===== config.mk =====
export PLATFORM = sky130hd
export DESIGN_NAME = strip_to_triangle_list_flat
export DESIGN_NICKNAME = d
export VERILOG_FILES = /design/src/sv/stl_pkg.sv /design/src/sv/stl_ifs.sv /design/src/sv/stl_input_reg.sv /design/src/sv/stl_assembler.sv /design/src/sv/stl_output_reg.sv /design/src/sv/strip_to_triangle_list.sv /design/src/flat_wrapper.sv
export SDC_FILE = /design/constraint.sdc
export NUM_CORES = 1
export LEC_CHECK = 0
export BUFFER_PORTS_ARGS = -buffer_cell sky130_fd_sc_hd__buf_2
export CORE_UTILIZATION = 40
export DETAILED_ROUTE_END_ITERATION = 8
export PLACE_DENSITY = 0.71
export REMOVE_ABC_BUFFERS = 1
export SETUP_SLACK_MARGIN = 0.1
export SLEW_MARGIN = 20
export SYNTH_ARGS = -nofsm -noshare
export SYNTH_HDL_FRONTEND = slang
export SYNTH_SLANG_ARGS = --single-unit

===== constraint.sdc =====
create_clock -name clock -period 2 [get_ports clock]
set_clock_uncertainty 0.05 [all_clocks]
set_input_delay 0.2 -clock clock [delete_from_list [all_inputs] [get_ports clock]]
set_output_delay 0.2 -clock clock [all_outputs]
set_load 0.005 [all_outputs]

===== src/sv/stl_pkg.sv =====
// Shared types, constants and helpers for the strip-to-triangle-list block.
// No dependencies; every other file in the project depends on this package.
`default_nettype none

package stl_pkg;

   localparam int INDEX_W = 16;
   localparam logic [INDEX_W-1:0] RESTART_INDEX = {INDEX_W{1'b1}};

   // Strip loading phase
   typedef enum logic [1:0] {
      PHASE_FIRST  = 2'd0,
      PHASE_SECOND = 2'd1,
      PHASE_RUN    = 2'd2
   } phase_type;

   // One input item as held in the input register
   typedef struct packed {
      logic [INDEX_W-1:0] raw_index;
      logic               mesh_start;
   } in_item_type;

   // One assembled triangle
   typedef struct packed {
      logic [INDEX_W-1:0] tri_first;
      logic [INDEX_W-1:0] tri_second;
      logic [INDEX_W-1:0] tri_third;
   } triangle_type;

   // Handshake from the input stage toward the assembler
   typedef struct packed {
      logic        valid;
      in_item_type item;
   } stage_type;

   // Big-endian to host byte order
   function automatic logic [INDEX_W-1:0] swap_bytes(input logic [INDEX_W-1:0] raw);
      swap_bytes = {raw[7:0], raw[15:8]};
   endfunction

endpackage

`default_nettype wire


===== src/sv/stl_ifs.sv =====
// Valid/ready channel interfaces for strip indices and output triangles.
// Depends on stl_pkg for the index width.
`default_nettype none

interface stl_req_if;
   logic                        valid;
   logic                        ready;
   logic [stl_pkg::INDEX_W-1:0] raw_index;
   logic                        mesh_start;

   modport source (output valid, output raw_index, output mesh_start, input ready);
   modport sink   (input valid, input raw_index, input mesh_start, output ready);
endinterface

interface stl_rsp_if;
   logic                        valid;
   logic                        ready;
   logic [stl_pkg::INDEX_W-1:0] tri_first;
   logic [stl_pkg::INDEX_W-1:0] tri_second;
   logic [stl_pkg::INDEX_W-1:0] tri_third;

   modport source (output valid, output tri_first, output tri_second, output tri_third,
                   input ready);
   modport sink   (input valid, input tri_first, input tri_second, input tri_third,
                   output ready);
endinterface

`default_nettype wire


===== src/sv/stl_input_reg.sv =====
// Input register: captures one strip index item per cycle from the request channel when free.
// Depends on stl_pkg and stl_req_if.
`default_nettype none

module stl_input_reg (
   input  wire logic             clock,
   input  wire logic             reset,
   stl_req_if.sink               req_chan,
   input  wire logic             advance,
   output stl_pkg::stage_type    stage
);
   import stl_pkg::*;

   logic        valid_ff, valid_in;
   in_item_type item_ff, item_in;
   logic        take;

   // Free when empty or when the held item moves on this cycle
   assign req_chan.ready = !valid_ff || advance;
   assign take           = req_chan.valid && req_chan.ready;

   always_comb begin
      valid_in = valid_ff;
      item_in  = item_ff;
      if (take) begin
         valid_in           = 1'b1;
         item_in.raw_index  = req_chan.raw_index;
         item_in.mesh_start = req_chan.mesh_start;
      end else if (advance) begin
         valid_in = 1'b0;
      end
   end

   always_ff @(posedge clock) begin
      if (reset) begin
         valid_ff <= 1'b0;
      end else begin
         valid_ff <= valid_in;
      end
      item_ff <= item_in;
   end

   assign stage.valid = valid_ff;
   assign stage.item  = item_ff;

endmodule

`default_nettype wire


===== src/sv/stl_assembler.sv =====
// Strip state and triangle assembly: vertex window, load phase, winding flag.
// Depends on stl_pkg.
`default_nettype none

module stl_assembler (
   input  wire logic             clock,
   input  wire logic             reset,
   input  wire logic             advance,
   input  wire stl_pkg::in_item_type item,
   output logic                  emit,
   output stl_pkg::triangle_type triangle
);
   import stl_pkg::*;

   logic [INDEX_W-1:0] older_ff, older_in;
   logic [INDEX_W-1:0] newer_ff, newer_in;
   phase_type          phase_ff, phase_in;
   logic               flip_ff, flip_in;

   logic [INDEX_W-1:0] c_idx;
   phase_type          phase_eff;
   logic               flip_eff;
   logic               degenerate;

   assign c_idx      = swap_bytes(item.raw_index);
   assign degenerate = (older_ff == newer_ff) || (newer_ff == c_idx) ||
                       (c_idx == older_ff);

   // Next strip state and triangle for the item in the input register
   always_comb begin
      phase_eff = item.mesh_start ? PHASE_FIRST : phase_ff;
      flip_eff  = item.mesh_start ? 1'b0 : flip_ff;
      older_in  = older_ff;
      newer_in  = newer_ff;
      phase_in  = phase_eff;
      flip_in   = flip_eff;
      emit      = 1'b0;
      triangle  = '{tri_first: older_ff, tri_second: newer_ff, tri_third: c_idx};
      case (phase_eff)
         PHASE_FIRST: begin
            older_in = c_idx;
            phase_in = PHASE_SECOND;
         end
         PHASE_SECOND: begin
            newer_in = c_idx;
            phase_in = PHASE_RUN;
         end
         default: begin
            if (c_idx == RESTART_INDEX) begin
               phase_in = PHASE_FIRST;
               flip_in  = 1'b0;
            end else begin
               flip_in  = !flip_eff;
               older_in = newer_ff;
               newer_in = c_idx;
               emit     = !degenerate;
               // The first triangle and every second one after it are reversed to keep a consistent winding
               if (!flip_eff) begin
                  triangle = '{tri_first: c_idx, tri_second: newer_ff,
                               tri_third: older_ff};
               end
            end
         end
      endcase
   end

   always_ff @(posedge clock) begin
      if (reset) begin
         older_ff <= '0;
         newer_ff <= '0;
         phase_ff <= PHASE_FIRST;
         flip_ff  <= 1'b0;
      end else if (advance) begin
         older_ff <= older_in;
         newer_ff <= newer_in;
         phase_ff <= phase_in;
         flip_ff  <= flip_in;
      end
   end

endmodule

`default_nettype wire


===== src/sv/stl_output_reg.sv =====
// Result register: holds one triangle for the response channel.
// Depends on stl_pkg and stl_rsp_if.
`default_nettype none

module stl_output_reg (
   input  wire logic             clock,
   input  wire logic             reset,
   input  wire logic             load,
   input  wire logic             load_valid,
   input  wire stl_pkg::triangle_type triangle,
   output logic                  can_take,
   stl_rsp_if.source             rsp_chan
);
   import stl_pkg::*;

   logic         valid_ff, valid_in;
   triangle_type data_ff, data_in;

   // Room when empty or when the held triangle leaves this cycle
   assign can_take = !valid_ff || rsp_chan.ready;

   always_comb begin
      valid_in = valid_ff;
      data_in  = data_ff;
      if (load) begin
         valid_in = load_valid;
         data_in  = triangle;
      end else if (rsp_chan.ready) begin
         valid_in = 1'b0;
      end
   end

   always_ff @(posedge clock) begin
      if (reset) begin
         valid_ff <= 1'b0;
      end else begin
         valid_ff <= valid_in;
      end
      data_ff <= data_in;
   end

   assign rsp_chan.valid      = valid_ff;
   assign rsp_chan.tri_first  = data_ff.tri_first;
   assign rsp_chan.tri_second = data_ff.tri_second;
   assign rsp_chan.tri_third  = data_ff.tri_third;

endmodule

`default_nettype wire


===== src/sv/strip_to_triangle_list.sv =====
// Top level: triangle-strip indices in, triangle-list triangles out.
// Depends on stl_pkg, stl_ifs, stl_input_reg, stl_assembler, stl_output_reg.
//
//   Port      Dir  Payload                               Per item
//   req_chan  in   raw_index[15:0], mesh_start           one strip index
//   rsp_chan  out  tri_first, tri_second, tri_third      one triangle
//
// One index per clock unless rsp_chan stalls; triangles leave from the result register.
// Throughput is set by the input register and the result register, each one deep.
// Reset (synchronous) empties both registers and clears the vertex window,
// load phase and winding flag. A stalled result holds the result register; the
// input register still drains into it once it empties, and req_chan.ready falls
// only when both are full.
`default_nettype none

module strip_to_triangle_list (
   input  wire logic clock,
   input  wire logic reset,
   stl_req_if.sink   req_chan,
   stl_rsp_if.source rsp_chan
);
   import stl_pkg::*;

   stage_type    stage;
   logic         can_take;
   logic         advance;
   logic         emit;
   triangle_type triangle;

   assign advance = stage.valid && can_take;

   stl_input_reg u_input (
      .clock    (clock),
      .reset    (reset),
      .req_chan (req_chan),
      .advance  (advance),
      .stage    (stage)
   );

   stl_assembler u_asm (
      .clock    (clock),
      .reset    (reset),
      .advance  (advance),
      .item     (stage.item),
      .emit     (emit),
      .triangle (triangle)
   );

   stl_output_reg u_output (
      .clock      (clock),
      .reset      (reset),
      .load       (advance),
      .load_valid (emit),
      .triangle   (triangle),
      .can_take   (can_take),
      .rsp_chan   (rsp_chan)
   );

endmodule

`default_nettype wire

===== src/flat_wrapper.sv =====
// flat-port wrapper written by rule: the top's interface ports become plain ports
module strip_to_triangle_list_flat import stl_pkg::*;
  (clock, reset, req_chan_valid, req_chan_raw_index, req_chan_mesh_start, req_chan_ready, rsp_chan_valid, rsp_chan_tri_first, rsp_chan_tri_second, rsp_chan_tri_third, rsp_chan_ready);
  stl_req_if req_chan_i ();
  stl_rsp_if rsp_chan_i ();
  input  wire logic clock;
  input  wire logic reset;
  input wire logic [$bits(req_chan_i.valid)-1:0] req_chan_valid;
  input wire logic [$bits(req_chan_i.raw_index)-1:0] req_chan_raw_index;
  input wire logic [$bits(req_chan_i.mesh_start)-1:0] req_chan_mesh_start;
  output wire logic [$bits(req_chan_i.ready)-1:0] req_chan_ready;
  output wire logic [$bits(rsp_chan_i.valid)-1:0] rsp_chan_valid;
  output wire logic [$bits(rsp_chan_i.tri_first)-1:0] rsp_chan_tri_first;
  output wire logic [$bits(rsp_chan_i.tri_second)-1:0] rsp_chan_tri_second;
  output wire logic [$bits(rsp_chan_i.tri_third)-1:0] rsp_chan_tri_third;
  input wire logic [$bits(rsp_chan_i.ready)-1:0] rsp_chan_ready;
  assign req_chan_i.valid = req_chan_valid;
  assign req_chan_i.raw_index = req_chan_raw_index;
  assign req_chan_i.mesh_start = req_chan_mesh_start;
  assign req_chan_ready = req_chan_i.ready;
  assign rsp_chan_valid = rsp_chan_i.valid;
  assign rsp_chan_tri_first = rsp_chan_i.tri_first;
  assign rsp_chan_tri_second = rsp_chan_i.tri_second;
  assign rsp_chan_tri_third = rsp_chan_i.tri_third;
  assign rsp_chan_i.ready = rsp_chan_ready;
  strip_to_triangle_list u_core (.clock(clock), .reset(reset), .req_chan(req_chan_i), .rsp_chan(rsp_chan_i));
endmodule

==> results_dict.tcl, run 1 <==
set metrics [dict create \
    status "completed" \
    met1_length_um 4466 \
    diodes 0 \
    die_x_um 107.2 \
    yosys_warnings 0 \
    slew_viol_final 0 \
    pwr-share-comb 0.117 \
    stdcell_count 618 \
    clockRootBuffer "clkbuf_8" \
    avgSynthCellArea_um2 11.90 \
    place.port_buffers 70 \
    ys_types 27 \
    numCtsBuffers 9 \
    drt-initial-drc-count 163 \
    grt_overflow_total 0 \
    r2r_cells 5 \
    drc_errors 0 \
    nNetsFinal 494 \
    slew_headroom 0.7115 \
    grt_pass1_wl_um 16020 \
    worstPathMaxFanout 22 \
    grt_usage 0.1867 \
    min_period_ns 1.907 \
    die_h_um 107.2 \
    wl_um 10290 \
    finalCritPeriodShare 0.9535 \
    hold_class "in -> reg" \
    holdCritStartpoint "rsp_chan_ready" \
    p_leak_nw 2.213 \
    rr_endpoint "u_core.u_output.rsp_chan.tri_first[0]$_DFFE_PP_" \
    required_ns 2.07 \
    crit_type "reg -> reg" \
    fp.dieArea_mm2 0.01150 \
    grt_max_degree 34 \
    crit_path_end_kind "register" \
    final-setup-viol-count 0 \
    startpoint_type "register" \
    worst_pin_slew_ns 0.4321 \
    hold_ws_ns 0.09407 \
    cts.sinks 102 \
    start_util 0.4103 \
    yosysTopAreaCellShare 0.4408 \
    post-route-util 0.5147 \
    p_int_w 0.003192 \
    met2_length_um 4871 \
    cts_tree "built" \
    area_growth_pct 25.46 \
    drive_gt1_frac 0.3556 \
    cp.arrival_ns 1.98 \
    p_sw_frac 0.2470 \
    dp_hpwl_um 6829 \
    globalplace.congestion 0.8713 \
    pwr_density_cell_mw_per_mm2 762.9 \
    synth-seq-cells 102 \
    vias 3214 \
    core.rowCount 38 \
    viasPerCell 5.201 \
    clk_latency_ns 0.38 \
    r2r_slack_ns 0.09 \
    synth_area_leaders "edfxtp_1, dfxtp_1, xor2_1" \
    synthCells 372 \
    dp_cells 581 \
    reg2reg_from "u_core.u_input.stage[11]$_DFFE_PP_" \
    holdPathStages 3 \
    synth-seq-area-share 0.6081 \
    ir_drop_v 0.0003002 \
    synth_top_area_cell "edfxtp_1" \
    total_power_w 0.004238 \
    post_dp_cell_area_mm2 0.005067 \
    wl_met3_um 700 \
    p_sw_w 0.001047 \
    cts_max_level 3 \
    highest_layer "met4" \
    power.share.clock 0.309 \
    fp.coreArea_mm2 0.01079 \
    max-cap-violations 0 \
    synth_area_mm2 0.004428 \
    design_area_mm2 0.005555 \
    firstDrtPassIters 5 \
    max_freq_ghz 0.5244 \
    grt_setup_unrepaired "true" \
    grt_pass1_vias 3234 \
    pwr-share-seq 0.574 \
    report.final.hold_viol_count 0 \
    wl_per_cell_um 16.66 \
    cts.clk_slew.worst_paths_ns 0.09 \
    antenna_left 0 \
    antenna_found_initial 0 \
    io_pins 71 \
    holdPathEnd "u_core.u_input.valid_ff$_SDFFE_PP0P_" \
    cts_max_path_buffers 2 \
]
==> synth_stat cells (all sizes together) <==
| master | n |
|---|---|
| clkbuf | 12 |
| o21ai | 2 |
| nor3b | 1 |
| nand2 | 68 |
| a21oi | 21 |
| edfxtp | 65 |
| a311oi | 16 |
| dfxtp | 37 |
| nand4 | 8 |
| nor2b | 1 |
| inv | 2 |
| nor2 | 19 |
| xor2 | 48 |
| nand2b | 1 |
| nand3b | 1 |
| nor4 | 12 |
| clkinv | 1 |
| a22oi | 1 |
| mux2 | 32 |
| and2 | 1 |
| o41ai | 1 |
| a21o | 1 |
| o21bai | 1 |
| buf | 19 |
| or3 | 1 |
==> cells in the final DEF (no fill, tap or decap), types with 4 or more instances in the layout <==
| master | n |
|---|---|
| nand2_2 | 5 |
| clkbuf_8 | 11 |
| mux2_2 | 30 |
| buf_4 | 27 |
| buf_2 | 70 |
| nor2_1 | 17 |
| dlygate4sd3_1 | 18 |
| dfxtp_1 | 37 |
| a311oi_1 | 13 |
| a21oi_2 | 7 |
| buf_6 | 4 |
| xor2_1 | 48 |
| a21oi_1 | 14 |
| nand4_1 | 8 |
| edfxtp_1 | 65 |
| nand2_1 | 63 |
| nor4_1 | 12 |
==> logic make-up after synthesis <==
logic type                after synthesis  synth area share
xor gates and xnor gates               48           0.09494
DFF                                   102            0.6081
muxes                                  32           0.08138
buffers and inverters                  34           0.03476
AOI/OAI and AO/OA                      43           0.06979
and+or+nand+nor                       113            0.1111
==> per-stage QoR <==
stage | TNS (ns) | worst slack, ns
6_report | 0 | 0.09300
5_1_grt | 0 | 0.02983
4_1_cts | 0 | 0.1060
3_5_place_dp | 0 | 0.1278
3_3_place_gp | 0 | 0.1723
2_1_floorplan | -42.57 | -0.9478
==> worst max path at each step <==
| stage | from | endpoint | slack, ns | depth (start not counted) |
|---|---|---|---|---|
| after floorplan | u_core.u_asm.phase_ff[1]$_SDFFE_PP0P_ | u_core.u_asm.older_ff[0]$_SDFFE_PP0P_ | -0.95 | 5 |
| after global placement | u_core.u_input.stage[7]$_DFFE_PP_ | u_core.u_output.rsp_chan.tri_third[15]$_DFFE_PP_ | 0.17 | 5 |
| after detailed placement | u_core.u_input.stage[2]$_DFFE_PP_ | u_core.u_output.rsp_chan.tri_third[15]$_DFFE_PP_ | 0.13 | 5 |
| after CTS | u_core.u_input.stage[5]$_DFFE_PP_ | u_core.u_output.rsp_chan.tri_first[0]$_DFFE_PP_ | 0.11 | 5 |
| after global routing | u_core.u_input.stage[11]$_DFFE_PP_ | u_core.u_output.rsp_chan.tri_first[0]$_DFFE_PP_ | 0.03 | 5 |
| final | u_core.u_input.stage[11]$_DFFE_PP_ | u_core.u_output.rsp_chan.tri_first[0]$_DFFE_PP_ | 0.09 | 5 |
==> critical path, stage by stage, from the launching register on <==
cell	delay, ns
edfxtp_1	0.40
nand4_1	0.18
o41ai_4	0.41
nor2_2	0.11
buf_12	0.18
mux2_1	0.32
==> power groups by stage <==
stage	Clock [W]	Sequential [W]	Combinational, W
2_1_floorplan	0	0.00250	0.000213
3_3_place_gp	0	0.00248	0.000441
3_5_place_dp	0	0.00248	0.000454
4_1_cts	0.00134	0.00243	0.000485
5_1_grt	0.00140	0.00245	0.000544
6_report	0.00131	0.00243	0.000496
==> layout make-up <==
cell class                      count  area (µm²)
Clock inverter                      3       23.77
Multi-Input combinational cell    236        1654
Fill cell                         941        5238
Timing Repair Buffer              121       818.3
Clock buffer                       13       180.2
Sequential cell                   102        2693
Tap cell                          140       175.2
Inverter                            3       11.26
==> state kept, by name, indices dropped and copies added (netlist names) <==
name,count
u_core.u_asm.flip_ff,1
u_core.u_asm.newer_ff,16
u_core.u_asm.older_ff,16
u_core.u_asm.phase_ff,2
u_core.u_input.stage,17
u_core.u_input.valid_ff,1
u_core.u_output.rsp_chan.tri_first,16
u_core.u_output.rsp_chan.tri_second,16
u_core.u_output.rsp_chan.tri_third,16
u_core.u_output.rsp_chan.valid,1
==> metal layers <==
metal  vias up  track usage
met5         -            0
met4         0      0.08806
met3        27      0.04620
met2       119       0.3009
met1      1552       0.2351
li1       1516            -
==> repair_timing <==
item | 4_1_cts | 5_1_grt
endpoints found under the setup margin | 0 | 50
gates resized for setup | 0 | 22
hold buffers | 18 | 0
hold endpoints to repair | 18 | 0
buffers inserted | 0 | 2
(Power assumes the default switching activity.)
==> inputs of run 2 (changes only) <==
ABC_AREA = 1   (was default)
PLACE_DENSITY = 0.6   (was 0.71)
==> run 2 against run 1 <==
Against the previous run: worst hold slack got worse by 0.015 ns; via count increased by 26%; utilization decreased by 0.82 points; synthesized cell count increased by 55%; flip-flop and latch count unchanged; non-clock buffer count decreased by 13; sequential power about the same; count of clock-buffer cells in the layout increased by 1; sequential share of layout area decreased by 2.1 points.
==> results_dict.tcl, run 2 <==
set metrics [dict create \
    p_leak_nw 2.520 \
    drive_gt1_frac 0.1684 \
    max_freq_ghz 0.5618 \
    wl_per_cell_um 13.66 \
    ys_top_cells_by_count "nand2_1, o21ai_0, edfxtp_1" \
    largest_register_ff_count 17 \
    grt_pass1_vias 3733 \
    hold_class "in -> reg" \
    start_util 0.4123 \
    worstPathMaxFanout 26 \
    nNetsFinal 699 \
    cts_tree "built" \
    max-cap-violations 0 \
    async_reset_ff_frac 0 \
    pre_cts_slack_ns 0.1179 \
    vias 4034 \
    finalCritPeriodShare 0.8899 \
    cp.arrival_ns 1.81 \
    report.final.hold_viol_count 0 \
    antenna_found_initial 0 \
    ys_types 22 \
    status "completed" \
    min_period_ns 1.780 \
    firstDrtPassIters 5 \
    grt_max_degree 53 \
    cts.clk_slew.worst_paths_ns 0.06 \
    yosysTopAreaCellShare 0.4128 \
    grt_pass1_wl_um 17740 \
    cts_max_path_buffers 2 \
    holdCritStartpoint "req_chan_valid" \
    numCtsBuffers 9 \
    clk_latency_ns 0.35 \
    synth_top_flop_cell "edfxtp_1" \
    cts.sinks 102 \
    yosysMostFrequentCell "nand2_1" \
    startpoint_type "register" \
    place.port_buffers 70 \
    multi_input_area_mm2 0.001725 \
    synth-edff-count 65 \
    dp_cells 786 \
    pwr_density_cell_mw_per_mm2 803.0 \
    die_x_um 110.7 \
    synth-seq-area-share 0.5695 \
    finalWorstSetupSlack_ns 0.2202 \
    final_common_cell "nand2_1" \
    die_h_um 110.7 \
    slew_headroom 0.5786 \
    synth_area_leaders "edfxtp_1, nand2_1, dfxtp_1" \
    r2r_cells 9 \
    grt_overflow_total 0 \
    worst_pin_slew_ns 0.6315 \
    viasPerCell 4.884 \
    grt_usage 0.1857 \
    final-setup-viol-count 0 \
    stdcell_count 826 \
    rr_endpoint "u_core.u_output.rsp_chan.tri_first[9]$_DFFE_PP_" \
    seq_area_mm2 0.002693 \
    cts_max_level 3 \
    synthCells 578 \
    globalplace.congestion 0.8547 \
    crit_path_end_kind "register" \
    holdPathStages 3 \
    required_ns 2.03 \
    yosys_warnings 0 \
    holdPathEnd "u_core.u_input.valid_ff$_SDFFE_PP0P_" \
    crit_type "reg -> reg" \
    grt_setup_unrepaired "true" \
    synth-seq-cells 102 \
    fp.coreArea_mm2 0.01147 \
    drt-initial-drc-count 255 \
    io_pins 71 \
    total_power_w 0.004664 \
    area_growth_pct 22.84 \
    core.rowCount 39 \
    fillers 1050 \
    reg2reg_from "u_core.u_input.stage[2]$_DFFE_PP_" \
    slew_viol_final 0 \
    ir_drop_v 0.0003746 \
    synth_top_area_cell "edfxtp_1" \
    clockRootBuffer "clkbuf_16" \
    avgSynthCellArea_um2 8.180 \
    layout_common_cells "nand2_1, buf_2, o21ai_0, edfxtp_1, inv_1" \
    drc_errors 0 \
    dp_hpwl_um 7608 \
    wl_um 11280 \
    antenna_left 0 \
    fp.dieArea_mm2 0.01226 \
    diodes 0 \
    post-route-util 0.5065 \
    r2r_slack_ns 0.22 \
    synth_area_mm2 0.004728 \
]
-- run 2: layout make-up --
class	count	area share
Tap cell	143	0.03081
Clock buffer	14	0.04912
Inverter	55	0.03555
Multi-Input combinational cell	402	0.2971
Timing Repair Buffer	108	0.1219
Clock inverter	2	0.001939
Sequential cell	102	0.4636
-- run 2: per-stage QoR --
step | TNS [ns] | cell area (µm²) | hold slack (ns)
2_1_floorplan | -1.420 | 4614 | 0.2191
3_3_place_gp | 0 | 5261 | 0.3277
3_5_place_dp | 0 | 5261 | 0.3287
4_1_cts | 0 | 5728 | 0.07025
5_1_grt | 0 | 5808 | 0.08488
6_report | 0 | 5808 | 0.07952
-- run 2: where the power goes --
group / internal, W / switching [W]
Combinational: 0.000203 / 0.000297
Sequential: 0.00235 / 0.0000784
Clock: 0.000988 / 0.000746
Total: 0.00354 / 0.00112
-- run 2: worst max-delay path by stage --
stage | slack (ns) | start | cells past startpoint | to
floorplan | -0.06 | u_core.u_output.rsp_chan.valid$_SDFFE_PP0P_ | 7 | u_core.u_asm.older_ff[0]$_SDFFE_PP0P_
global placement | 0.16 | u_core.u_input.stage[12]$_DFFE_PP_ | 8 | u_core.u_output.rsp_chan.tri_third[6]$_DFFE_PP_
detailed placement | 0.12 | u_core.u_input.stage[10]$_DFFE_PP_ | 8 | u_core.u_output.rsp_chan.tri_third[6]$_DFFE_PP_
CTS | 0.11 | u_core.u_input.stage[10]$_DFFE_PP_ | 8 | u_core.u_output.rsp_chan.tri_third[6]$_DFFE_PP_
global route | 0.09 | u_core.u_input.stage[16]$_DFFE_PP_ | 10 | u_core.u_asm.newer_ff[8]$_SDFFE_PP0P_
finish | 0.22 | u_core.u_input.stage[2]$_DFFE_PP_ | 9 | u_core.u_output.rsp_chan.tri_first[9]$_DFFE_PP_
-- run 2: routing by layer --
metal | vias up | GRT usage | part of all wire
li1 | 2060 | - | -
met1 | 1845 | 0.2345 | 0.44
met2 | 109 | 0.3147 | 0.50
met3 | 20 | 0.03445 | 0.044
met4 | 0 | 0.07289 | 0.022
met5 | - | 0 | 0
-- run 2: timing repair --
action / 4_1_cts / 5_1_grt
endpoints found under the hold margin: 17 / 0
hold buffers: 17 / 0
setup endpoints to repair: 0 / 43
resized for setup: 0 / 4
buffers inserted: 0 / 6
-- run 2: critical path, stage by stage, from the launching register on --
cell,delay (ns)
edfxtp_1,0.46
nand2_1,0.13
nor2_1,0.05
nand2_1,0.12
nor2_4,0.06
nor2_4,0.12
nand2_2,0.13
clkbuf_16,0.22
nand2_1,0.07
o21ai_0,0.11
-- run 2: kinds of logic after synthesis --
kind of cell    count (synthesis)  share of synthesized area
simple gates                  296                     0.2474
xor+xnor                        4                   0.007409
flops                         102                     0.5695
compound gates                102                     0.1080
buf+inv                        74                    0.06774
